**config.mk**
```make
export PLATFORM = sky130hd
export DESIGN_NAME = button_debounce_short_long_press
export DESIGN_NICKNAME = d
export VERILOG_FILES = /design/src/sv/btn_dbnc_pkg.sv /design/src/sv/button_debounce_short_long_press.sv
export SDC_FILE = /design/constraint.sdc
export NUM_CORES = 1
export LEC_CHECK = 0
export ABC_AREA = 1
export BUFFER_PORTS_ARGS = -buffer_cell sky130_fd_sc_hd__buf_2
export CORE_ASPECT_RATIO = 2
export CORE_UTILIZATION = 40
export DETAILED_ROUTE_END_ITERATION = 16
export MAX_ROUTING_LAYER = met4
export SLEW_MARGIN = 30
export SYNTH_ARGS = -nofsm -noshare
export SYNTH_HDL_FRONTEND = slang
export SYNTH_SLANG_ARGS = --single-unit
```
**constraint.sdc**
```tcl
create_clock -name clk -period 6.7 [get_ports clk]
set_input_delay 0.67 -clock clk [delete_from_list [all_inputs] [get_ports clk]]
set_output_delay 0.67 -clock clk [all_outputs]
set_load 0.1 [all_outputs]
```
**src/sv/btn_dbnc_pkg.sv**
```systemverilog
// constants and types shared by the button debounce block
// no dependencies

package btn_dbnc_pkg;

    localparam int NUM_KEYS  = 5;   // buttons scanned per item
    localparam int LONG_KEYS = 3;   // buttons below this index may give a long event
    localparam int LEVELS_W  = 5;
    localparam int TIME_W    = 32;
    localparam int CFG_W     = 16;
    localparam int BTN_W     = 3;
    localparam int ADDR_W    = 3;
    localparam int DATA_W    = 32;

    // register indexes, taken from paddr[2]
    localparam logic REG_DEBOUNCE   = 1'b0;
    localparam logic REG_LONG_PRESS = 1'b1;

    localparam logic [CFG_W-1:0] DEBOUNCE_RST   = CFG_W'(50);
    localparam logic [CFG_W-1:0] LONG_PRESS_RST = CFG_W'(1000);

    typedef logic [TIME_W-1:0] time_ms_t;

endpackage

```
**src/sv/button_debounce_short_long_press.sv**
```systemverilog
// button debounce with short and long press events, top level
// depends on btn_dbnc_pkg
//
// channel   signals                                   payload
// in        in_valid / in_ready                       levels, now_ms
// out       out_valid / out_ready                     event_present, button, long_press
// cfg       psel penable pwrite paddr pwdata prdata   debounce window @0x0, hold window @0x4
//
// one item per clock sustained while each result is taken as it appears; an accepted item
// enters the input register, which feeds the evaluation logic, which loads the result register
// per-button state is updated at the same edge the result is registered,
// so the next item sees it with no bubble
// a waiting result holds the input register; in_ready drops only when both are full
// and the result is not being taken
// reset releases all buttons and loads the register defaults

module button_debounce_short_long_press
    import btn_dbnc_pkg::*;
(
    input  logic                clk,
    input  logic                rst_n,

    input  logic                in_valid,
    output logic                in_ready,
    input  logic [LEVELS_W-1:0] levels,
    input  logic [TIME_W-1:0]   now_ms,

    output logic                out_valid,
    input  logic                out_ready,
    output logic                event_present,
    output logic [BTN_W-1:0]    button,
    output logic                long_press,

    input  logic                psel,
    input  logic                penable,
    input  logic                pwrite,
    input  logic [ADDR_W-1:0]   paddr,
    input  logic [DATA_W-1:0]   pwdata,
    output logic [DATA_W-1:0]   prdata,
    output logic                pready
);

    logic [CFG_W-1:0]    debounce_reg;
    logic [CFG_W-1:0]    long_press_reg;

    logic                in_valid_reg;
    logic [LEVELS_W-1:0] levels_reg;
    time_ms_t            now_reg;

    logic                out_valid_reg;
    logic                event_reg;
    logic [BTN_W-1:0]    button_reg;
    logic                long_reg;

    logic [NUM_KEYS-1:0] last_level_reg;
    logic [NUM_KEYS-1:0] held_reg;
    logic [NUM_KEYS-1:0] long_sent_reg;
    time_ms_t            stable_since_reg [NUM_KEYS];
    time_ms_t            press_time_reg   [NUM_KEYS];

    logic [NUM_KEYS-1:0] last_level_next;
    logic [NUM_KEYS-1:0] held_next;
    logic [NUM_KEYS-1:0] long_sent_next;
    time_ms_t            stable_since_next [NUM_KEYS];
    time_ms_t            press_time_next   [NUM_KEYS];

    logic                event_next;
    logic [BTN_W-1:0]    button_next;
    logic                long_next;

    logic                advance;
    logic                cfg_write;

    assign advance   = in_valid_reg && (!out_valid_reg || out_ready);
    assign in_ready  = !in_valid_reg || advance;
    assign cfg_write = psel && penable && pwrite && pready;
    assign pready    = 1'b1;
    assign prdata    = (paddr[2] == REG_LONG_PRESS) ? DATA_W'(long_press_reg)
                                                    : DATA_W'(debounce_reg);

    // per-button evaluation, stopping at the first button with an event
    always_comb
    begin
        logic [NUM_KEYS-1:0] lv;
        logic                lvl;
        logic                stable;
        logic                long_due;
        logic                found;
        logic                short_ev;
        logic                long_ev;

        lv          = NUM_KEYS'(levels_reg);   // buttons beyond the field read pressed
        found       = 1'b0;
        event_next  = 1'b0;
        button_next = '0;
        long_next   = 1'b0;

        for (int k = 0; k < NUM_KEYS; k++)
        begin
            last_level_next[k]   = last_level_reg[k];
            held_next[k]         = held_reg[k];
            long_sent_next[k]    = long_sent_reg[k];
            stable_since_next[k] = stable_since_reg[k];
            press_time_next[k]   = press_time_reg[k];

            lvl      = lv[k];
            short_ev = 1'b0;
            long_ev  = 1'b0;

            if (!found)
            begin
                last_level_next[k] = lvl;
                if (lvl != last_level_reg[k])
                begin
                    stable_since_next[k] = now_reg;
                end
                stable   = (now_reg - stable_since_next[k]) >= time_ms_t'(debounce_reg);
                long_due = (k < LONG_KEYS)
                        && ((now_reg - press_time_reg[k]) >= time_ms_t'(long_press_reg));

                if (stable)
                begin
                    if (!lvl && !held_reg[k])
                    begin
                        held_next[k]       = 1'b1;
                        press_time_next[k] = now_reg;
                        long_sent_next[k]  = 1'b0;
                    end
                    else if (!lvl && !long_sent_reg[k])
                    begin
                        if (long_due)
                        begin
                            long_sent_next[k] = 1'b1;
                            long_ev           = 1'b1;
                        end
                    end
                    else if (lvl && held_reg[k])
                    begin
                        held_next[k] = 1'b0;
                        short_ev     = !long_sent_reg[k];
                    end
                end

                if (short_ev || long_ev)
                begin
                    found       = 1'b1;
                    event_next  = 1'b1;
                    button_next = BTN_W'(k);
                    long_next   = long_ev;
                end
            end
        end
    end

    always_ff @(posedge clk or negedge rst_n)
    begin
        if (!rst_n)
        begin
            debounce_reg   <= DEBOUNCE_RST;
            long_press_reg <= LONG_PRESS_RST;
            in_valid_reg   <= 1'b0;
            out_valid_reg  <= 1'b0;
            last_level_reg <= '1;
            held_reg       <= '0;
            long_sent_reg  <= '0;
            for (int k = 0; k < NUM_KEYS; k++)
            begin
                stable_since_reg[k] <= '0;
                press_time_reg[k]   <= '0;
            end
        end
        else
        begin
            if (cfg_write)
            begin
                unique case (paddr[2])
                    REG_DEBOUNCE:   debounce_reg   <= pwdata[CFG_W-1:0];
                    REG_LONG_PRESS: long_press_reg <= pwdata[CFG_W-1:0];
                    default:        ;
                endcase
            end

            if (in_ready)
            begin
                in_valid_reg <= in_valid;
            end

            if (advance)
            begin
                out_valid_reg  <= 1'b1;
                last_level_reg <= last_level_next;
                held_reg       <= held_next;
                long_sent_reg  <= long_sent_next;
                for (int k = 0; k < NUM_KEYS; k++)
                begin
                    stable_since_reg[k] <= stable_since_next[k];
                    press_time_reg[k]   <= press_time_next[k];
                end
            end
            else if (out_ready)
            begin
                out_valid_reg <= 1'b0;
            end
        end
    end

    // payload registers, no reset
    always_ff @(posedge clk)
    begin
        if (in_ready && in_valid)
        begin
            levels_reg <= levels;
            now_reg    <= now_ms;
        end
        if (advance)
        begin
            event_reg  <= event_next;
            button_reg <= button_next;
            long_reg   <= long_next;
        end
    end

    assign out_valid     = out_valid_reg;
    assign event_present = event_reg;
    assign button        = button_reg;
    assign long_press    = long_reg;

    a_quiet_result: assert property (@(posedge clk) disable iff (!rst_n)
        out_valid && !event_present |-> button == '0 && !long_press)
        else $error("no-event item carries a button or long flag");

    a_long_key_range: assert property (@(posedge clk) disable iff (!rst_n)
        out_valid && event_present && long_press |-> button < BTN_W'(LONG_KEYS))
        else $error("long event from a button that cannot give one");

    a_long_sent_range: assert property (@(posedge clk) disable iff (!rst_n)
        (long_sent_reg >> LONG_KEYS) == '0)
        else $error("long flag set on a short-only button");

    a_stall_holds_item: assert property (@(posedge clk) disable iff (!rst_n)
        in_valid_reg && !advance |=> in_valid_reg && $stable(now_reg))
        else $error("item in the input register lost while stalled");

endmodule

```
======== Yosys cells after proc, flatten, opt, wreduce, memory -nomap -nowiden ========
Cells that the tools add are included.
storage, ports and cells
  bits of input ports ..................... 79
  logic and storage cells ................. 226
  flip-flop bits (word level) ............. 345
cells by class
  add/subtract/negate cells ............... 8
  eq/ne operators ......................... 10
  multiplexer cells ....................... 99
  order comparisons ....................... 8
  reduce and logical (&&, ||, !) cells .... 66
  bitwise logic cells ..................... 5
operator list
  cell                number
  $mux 32             9
  $ge 32x16->1        8
  $sub 32x32->32      8
  $mux 1              83
  $reduce_and 5->1    6
  $reduce_bool 2->1   12
  $mux 3              6
  $logic_and 1x1->1   17
  $mux 16             1
  $reduce_and 4->1    4
  $logic_not 1->1     15
  $reduce_and 2->1    6
  $ne 2x2->1 const B  5
  $logic_or 1x1->1    5
  $ne 1x1->1          5
  $not 1->1           5
  $reduce_and 3->1    1

======== Depth between registers and ports, before layout ========
Gate-level depths: netlist (run 1).
  word-level depth ........................ 38
  mapped depth ............................ 39

======== Worst setup path after synthesis (run 1) ========
No wires, ideal clock.
  path kind ............................... reg-to-reg
  start ................................... reg last_level_reg[1]
  end ..................................... reg stable_since_reg[23] (netlist bit)
  clock period less this slack ............ 4856 ps
  slack ................................... 1844 ps
  path buffers ............................ 5
  data required time ...................... 6570 ps
  arrival ................................. 4725 ps
  cell stages (with the launch flop) ...... 38
  cells stage by stage .................... dfstp_2 > inv_1 > nand2_1 > nand2_2 > buf_6 > inv_1 > clkbuf_1 > clkbuf_1 > nand2_1 > o21ai_0 > ha_1 > a21o_1 > nand3_1 > nand2_1 > nand2_1 > nand2_1 > nand2_1 > nand2_1 > [... 2 more ...] > a21oi_1 > nor3_1 > a211oi_1 > nand2_1 > nand2_1 > nand2_1 > nor2_1 > nand3_1 > nor2_1 > nand3_1 > nand2_1 > nand3_4 > nor2_4 > nand2_1 > buf_6 > buf_4 > nand2_1 > o21ai_1
between the ends
  cells in the longest elaborated chain, start to end .. 14
  elaborated cells on any way between the ends .. 16
  those cells by class .................... 1 x add/sub; 1 x order compare; 1 x eq/ne; 10 x mux; 1 x bitwise; 2 x reduce/logical
ends and longest elaborated chain
  item                                   RTL line                                 source
  from (decl)                            button_debounce_short_long_press.sv:55   logic [NUM_KEYS-1:0] last_level_reg;
  from (signal assigned)                 button_debounce_short_long_press.sv:191  last_level_reg <= last_level_next;
  $ne 1x1->1 (*)                         button_debounce_short_long_press.sv:113  if (lvl != last_level_reg[k])
  $mux 32 (*)                            button_debounce_short_long_press.sv:113
  $mux 32 (*)                            button_debounce_short_long_press.sv:110  if (!found)
  $sub 32x32->32 (*)                     button_debounce_short_long_press.sv:117  stable = (now_reg - stable_since_next[k]) >= time_ms_t'(debounce_reg);
  $ge 32x16->1 (*)                       button_debounce_short_long_press.sv:117
  $mux 1                                 button_debounce_short_long_press.sv:121  if (stable)
  $mux 1                                 button_debounce_short_long_press.sv:110
  $logic_or 1x1->1 (*)                   button_debounce_short_long_press.sv:144  if (short_ev || long_ev)
  $mux 1 (*) (2 in a row)                --
  $mux 1 (*) (2 in a row)                button_debounce_short_long_press.sv:110
  $not 1->1 (no source line) (*)         --
  $reduce_and 2->1 (no source line) (*)  --
  to (signal, indexed assignment)        button_debounce_short_long_press.sv:196  stable_since_reg[k] <= stable_since_next[k];
  to (decl)                              button_debounce_short_long_press.sv:58   time_ms_t stable_since_reg [NUM_KEYS];
Every way passes the cells marked *; elsewhere a longest branch is shown, timed or not. The select of a mux whose other input is x is not followed.
A chain may end at the register's enable or synchronous reset.

======== Worst setup path in the final report (run 1) ========
  start ................................... reg now_reg[0]
  end ..................................... reg stable_since_reg[1] (netlist bit)
between the ends
  cells in the longest elaborated chain, start to end .. 14
  elaborated cells on any way between the ends .. 54
  those cells by class .................... 7 x add/sub; 7 x order compare; 35 x mux; 1 x bitwise; 4 x reduce/logical
ends and longest elaborated chain
  item                                   RTL line                                 source
  from (decl)                            button_debounce_short_long_press.sv:48   time_ms_t now_reg;
  from (signal assigned)                 button_debounce_short_long_press.sv:213  now_reg <= now_ms;
  $sub 32x32->32                         button_debounce_short_long_press.sv:119  && ((now_reg - press_time_reg[k]) >= time_ms_t'(long_press_reg));
  $ge 32x16->1                           button_debounce_short_long_press.sv:119
  $mux 1                                 button_debounce_short_long_press.sv:131  if (long_due)
  $mux 1                                 button_debounce_short_long_press.sv:129  else if (!lvl && !long_sent_reg[k])
  $mux 1                                 button_debounce_short_long_press.sv:123  if (!lvl && !held_reg[k])
  $mux 1                                 button_debounce_short_long_press.sv:121
  $mux 1                                 button_debounce_short_long_press.sv:110
  $logic_or 1x1->1                       button_debounce_short_long_press.sv:144
  $mux 1 (2 in a row)                    --
  $mux 1                                 button_debounce_short_long_press.sv:110
  $mux 1 (*)                             button_debounce_short_long_press.sv:110
  $not 1->1 (no source line) (*)         --
  $reduce_and 2->1 (no source line) (*)  --
Marked as above.

==> metrics.txt, run 1 <==
Lkg Pwr=20.3 nW; DR WL/cell=23.6 um; Chip Height=419 um; final setup margin=0.622 ns; Max-slew headroom=39.1%; Largest delay share family, worst path=simple AND/OR/NAND/NOR gates; hold buffers post-CTS=0; sequential fraction of the synthesis area=25.5%; maximum root-to-sink buffer count=3; FF-to-FF Start=now_reg[0]; vias in the first global route=35,900; Overflow after GRT=0; via/cell ratio=5.39; Seq cells post-synth=345; CTS tree=built; Post-DRT Antenna Nets=0; CTS Buf Count=39; antenna violations before repair=7; Crit path top cell by count=nand3_1; H-Tree Depth=2; Final period util=90.7%; port bufs=83; Clock Power Share=11.3%; internal power=9.16 mW; Remaining DRCs=0; Worst Path Max Fanout=21; total setup buffers inserted after CTS=0; CP Launch Point=now_reg[0]; Yosys top cell area share=20.8%; synth warn=0; max reg flops=160; Sw Pwr=11.5 mW; Final Critical Period=6.08 ns; Sequential Power Share=16.7%; first-pass GRT wire length=227,000 um; Yosys cell types=53; TNS Setup=0 ns; clk_lat worst skew=0.63 ns; worst-margin pin slew=0.914 ns; Root Buffer=clkbuf_16; Worst-path clk slew=0.07 ns; Post-Route Utilization=44.8%; most area-consuming cells after synthesis=dfrtp_1, nand2_1, ha_1; Die Span X=210 um; unrepaired setup endpoints after global routing=false; P&R area growth vs syn=10.8%; I/O pins=119; clock sink count=345; max cap viols=0; Post-Route WL=159,000 um; most frequent cells in the layout=nand2_1, inv_1, o21ai_0; DPL Wire Length=127,000 um; combinational share of power=72.1%; crit path DAT=6.52 ns; Peak VDD IR=0.242 mV; CP Launch Type=flop; row cnt=152; required time worst endpoint=7.14 ns; Slowest-stage cell, CP=nand3_1; Routability Congestion=1.09; switching share of power=55.7%; min-delay worst type=in -> async; largest net degree at the start of global routing=148; Starting Density=40.4%; via count=36,500; max-slew violations=0; leading area contributor after synthesis=dfrtp_1; core area=86,000 um2; share of cells above drive strength 1=6.57%; Power Density=538 nW/um2; crit-path max cell delay=0.49 ns; final setup violation count=0; Setup crit end kind=flop; status=finished clean; Clock Skew=0.0540 ns; Syn Area/Cell=6.41 um2; Buf/Inv on CP=5; Syn Std Cell Area=34,700 um2; critical path class=reg -> reg; Filler Cell Count=9,443; Post-Place Worst Slack=0.887 ns; drt first pass iters=6; Sequential cell area=8860 um2; Iteration-0 DRC Markers=2,349; Post-CTS Resized=0; Synth Instances=5,414; total die area=88,000 um2; fmax=165 MHz; nets=6,029; GRT Util Overall=37.2%; final hold violations=0; most common cell after layout, fill and taps aside=nand2_1; multi-input logic area=22,400 um2; Final Total Pwr=20.7 mW
[layer usage]
layer,up-vias,track usage [%],part of all wire (%)
met4,0,35.0,11
met3,573,4.76,4.3
met2,1149,67.4,52
met1,16900,33.1,33
li1,17800,-,-
met5,-,-,0
[cells in the mapped netlist (all sizes together)]
library cell / n
and2: 3
nand2: 1748
buf: 51
xor2: 128
o221ai: 6
o21a: 8
nor3: 71
clkinv: 2
o211ai: 14
a31oi: 10
or2: 5
o22ai: 1
fa: 7
inv: 781
nor4: 7
a21oi: 332
edfxtp: 42
dfrtp: 289
xnor2: 20
and3: 6
o21ai: 557
a21boi: 12
a221oi: 3
nor2: 443
o21bai: 26
nor3b: 2
a31o: 2
a211oi: 12
conb: 2
o31ai: 1
nand3b: 20
clkbuf: 64
dfstp: 14
ha: 374
nand4: 75
nand3: 259
a21o: 17
[final cells by class]
type	count	share of cell area, %
Inverter	783	7.64
Tap cell	1155	3.76
Antenna cell	8	0.0520
Clock buffer	45	2.70
Timing Repair Buffer	214	3.86
Multi-Input combinational cell	4186	58.2
Clock inverter	27	0.797
Sequential cell	345	23.0
[kinds of logic after synthesis]
group / count (synthesis) / share of synthesized area (%)
simple gates: 2639 / 31.1
compound gates: 1001 / 15.5
other cells: 2 / 0.0216
xor+xnor: 148 / 3.73
fa+ha+maj: 381 / 13.9
buf+inv: 898 / 10.3
flops: 345 / 25.5
[power by group through the flow]
| stage | Sequential [mW] | Clock [mW] | Combinational (mW) |
|---|---|---|---|
| global route | 3.53 | 2.43 | 16.7 |
| CTS | 3.43 | 2.37 | 14.8 |
| finish | 3.45 | 2.33 | 14.9 |
| global placement | 3.44 | 0 | 14.6 |
| detailed placement | 3.46 | 0 | 14.7 |
| floorplan | 3.41 | 0 | 10.4 |
[metrics by stage]
stage                     instances  hold slack (ns)  instance area [um2]
after CTS                      6755            0.130                38400
after global routing           6761            0.172                38500
final                          6763            0.106                38500
after floorplan                5429            0.374                34800
after global placement         6683            0.453                37100
after detailed placement       6683            0.464                37100
[path summary, 6_finish.rpt]
check                           slack (ns)                   end  depth (start not counted)
worst max-delay path                  0.62   stable_since_reg[1]                         29
worst min-delay path                  0.11   press_time_reg[126]                          1
worst max register to register        0.62   stable_since_reg[1]                         29
worst min register to register        0.48  stable_since_reg[93]                          2
max in group asynchronous             5.11   stable_since_reg[1]                          2
min in group clk                      0.22            now_reg[7]                          1
(Power assumes the default switching activity.)
==> run 2, diff against run 1 <==
Settings changed: BUFFER_PORTS_ARGS -buffer_cell sky130_fd_sc_hd__buf_2 to not set, DONT_BUFFER_PORTS set to 1.
Clock period 6.7 ns to 7.8 ns, I/O delays scaled along.
==> metrics.txt, run 2 (synthesis gave the netlist of run 1 again) <==
Overflow after GRT=0 (unchanged); CP Launch Type=flop; P&R area growth vs syn=10.0%; DPL Wire Length=121,000 um (-4.3%); Max-slew headroom=25.6% (-13 points); first-pass GRT wire length=222,000 um (-2.1%); Worst Path Max Fanout=64 (+200%); Buf/Inv on CP=3 (-2); worst-margin pin slew=1.12 ns (+0.202 ns); max reg flops=160 (unchanged); hold buffers post-CTS=1 (+1); total die area=88,000 um2 (unchanged); Largest delay share family, worst path=simple AND/OR/NAND/NOR gates; required time worst endpoint=8.32 ns (+1.18 ns); share of cells above drive strength 1=5.06% (-1.5 points); Final Critical Period=6.70 ns (+0.622 ns); Root Buffer=clkbuf_16; Sequential cell area=8860 um2 (unchanged); TNS Setup=0 ns (unchanged); final setup violation count=0 (unchanged); row cnt=152 (unchanged); Filler Cell Count=9,342 (-1.1%); Post-Route Utilization=44.4% (-0.33 points); port bufs=0 (-100%); Post-Route WL=154,000 um (-3.2%); maximum root-to-sink buffer count=3 (unchanged); unrepaired setup endpoints after global routing=false; via/cell ratio=5.42 (+0.56%); Slowest-stage cell, CP=edfxtp_1; WHS=0.0428 ns (-0.0632 ns); total setup buffers inserted after CTS=0 (unchanged); CTS Buf Count=41 (+5.1%); crit path DAT=7.22 ns (+0.70 ns); Setup crit end kind=flop; Die Span X=210 um (unchanged); Final period util=85.9% (-4.8 points); nets=5,924 (-1.7%); R2R Setup Slk=1.10 ns (+0.48 ns); Iteration-0 DRC Markers=2,481 (+5.6%); Crit path top cell by count=nand2_1; clock sink count=345 (unchanged); multi-input logic area=22,500 um2 (+0.59%); Lkg Pwr=20.0 nW (-1.6%); FF-to-FF Start=now_reg[6]; via count=36,100 (-1.0%); most frequent cells in the layout=nand2_1, inv_1, o21ai_0; final hold violations=0 (unchanged); Register-to-Register Path Depth=29 (unchanged); Chip Height=419 um (unchanged); Clock Skew=0.0342 ns (-0.0197 ns); status=finished clean; clk_lat worst skew=0.62 ns (about the same); I/O pins=119 (unchanged); Routability Congestion=1.07 (-2.2%); critical path class=reg -> reg; CTS tree=built; max-slew violations=0 (unchanged); GRT Util Overall=36.1% (-1.1 points); Remaining DRCs=0 (unchanged); Worst-path clk slew=0.07 ns (about the same); DR WL/cell=23.2 um (-1.7%); most common cell after layout, fill and taps aside=nand2_1; fmax=149 MHz (-9.3%); H-Tree Depth=2 (unchanged); Worst R2R End=press_time_reg[85]; vias in the first global route=36,000 (+0.11%); Starting Density=40.4% (unchanged); core area=86,000 um2 (unchanged); min-delay worst type=in -> async; Power Density=467 nW/um2 (-13%); crit-path max cell delay=0.73 ns (+0.24 ns); Post-DRT Antenna Nets=0 (unchanged); largest net degree at the start of global routing=290 (+96%); max cap viols=0 (unchanged); drt first pass iters=9 (+3); Peak VDD IR=0.215 mV (-11%); Post-CTS Resized=0 (unchanged); antenna violations before repair=4 (-3)
[run 2: changes by cell type in the layout (fill, tap and decap cells not counted), sizes merged]
cell,change
buf,-108
clkbuf,+7
clkinv,-6
inv,+6
clkinvlp,-4
diode,-3
bufinv,+1
dlygate4sd3,+1
[run 2: final cells by class]
cell class	instances	area share, %
Multi-Input combinational cell	4186	58.9
Sequential cell	345	23.2
Inverter	783	7.70
Tap cell	1155	3.78
Clock buffer	52	2.98
Timing Repair Buffer	107	2.56
Clock inverter	24	0.793
Antenna cell	5	0.0328
[run 2: per-layer routing]
metal,vias to the layer above,GRT usage [%],routed length [um]
li1,17700,-,-
met1,16700,31.6,49000
met2,1127,64.7,78800
met3,614,4.72,7300
met4,0,36.5,19100
met5,-,-,0
[run 2: stage by stage]
step	instances	setup slack, ns	instance area (um2)	total power, mW
6_report	6657	1.10	38200	17.8
5_1_grt	6653	1.07	38200	19.5
4_1_cts	6649	1.36	38100	17.8
3_5_place_dp	6572	1.42	36600	15.5
3_3_place_gp	6567	1.50	36400	15.3
2_1_floorplan	5429	2.94	34800	11.8
[run 2: report_power, final]
part / internal [mW] / switching (mW) / leakage [nW] / total [mW]
clock network: 1.22 / 0.938 / 0.708 / 2.16
registers: 2.55 / 0.425 / 4.09 / 2.98
logic: 4.17 / 8.52 / 15.2 / 12.7
[run 2: worst max path at each step]
stage	startpoint	end	slack, ns	depth (start not counted)
after CTS	now_reg[6]	press_time_reg[85]	1.36	29
after global placement	now_reg[6]	press_time_reg[88]	1.50	31
final	now_reg[6]	press_time_reg[85]	1.10	29
after detailed placement	now_reg[6]	press_time_reg[85]	1.42	31
after floorplan	last_level_reg[1]	stable_since_reg[23]	2.94	37
after global routing	last_level_reg[3]	stable_since_reg[24]	1.07	25
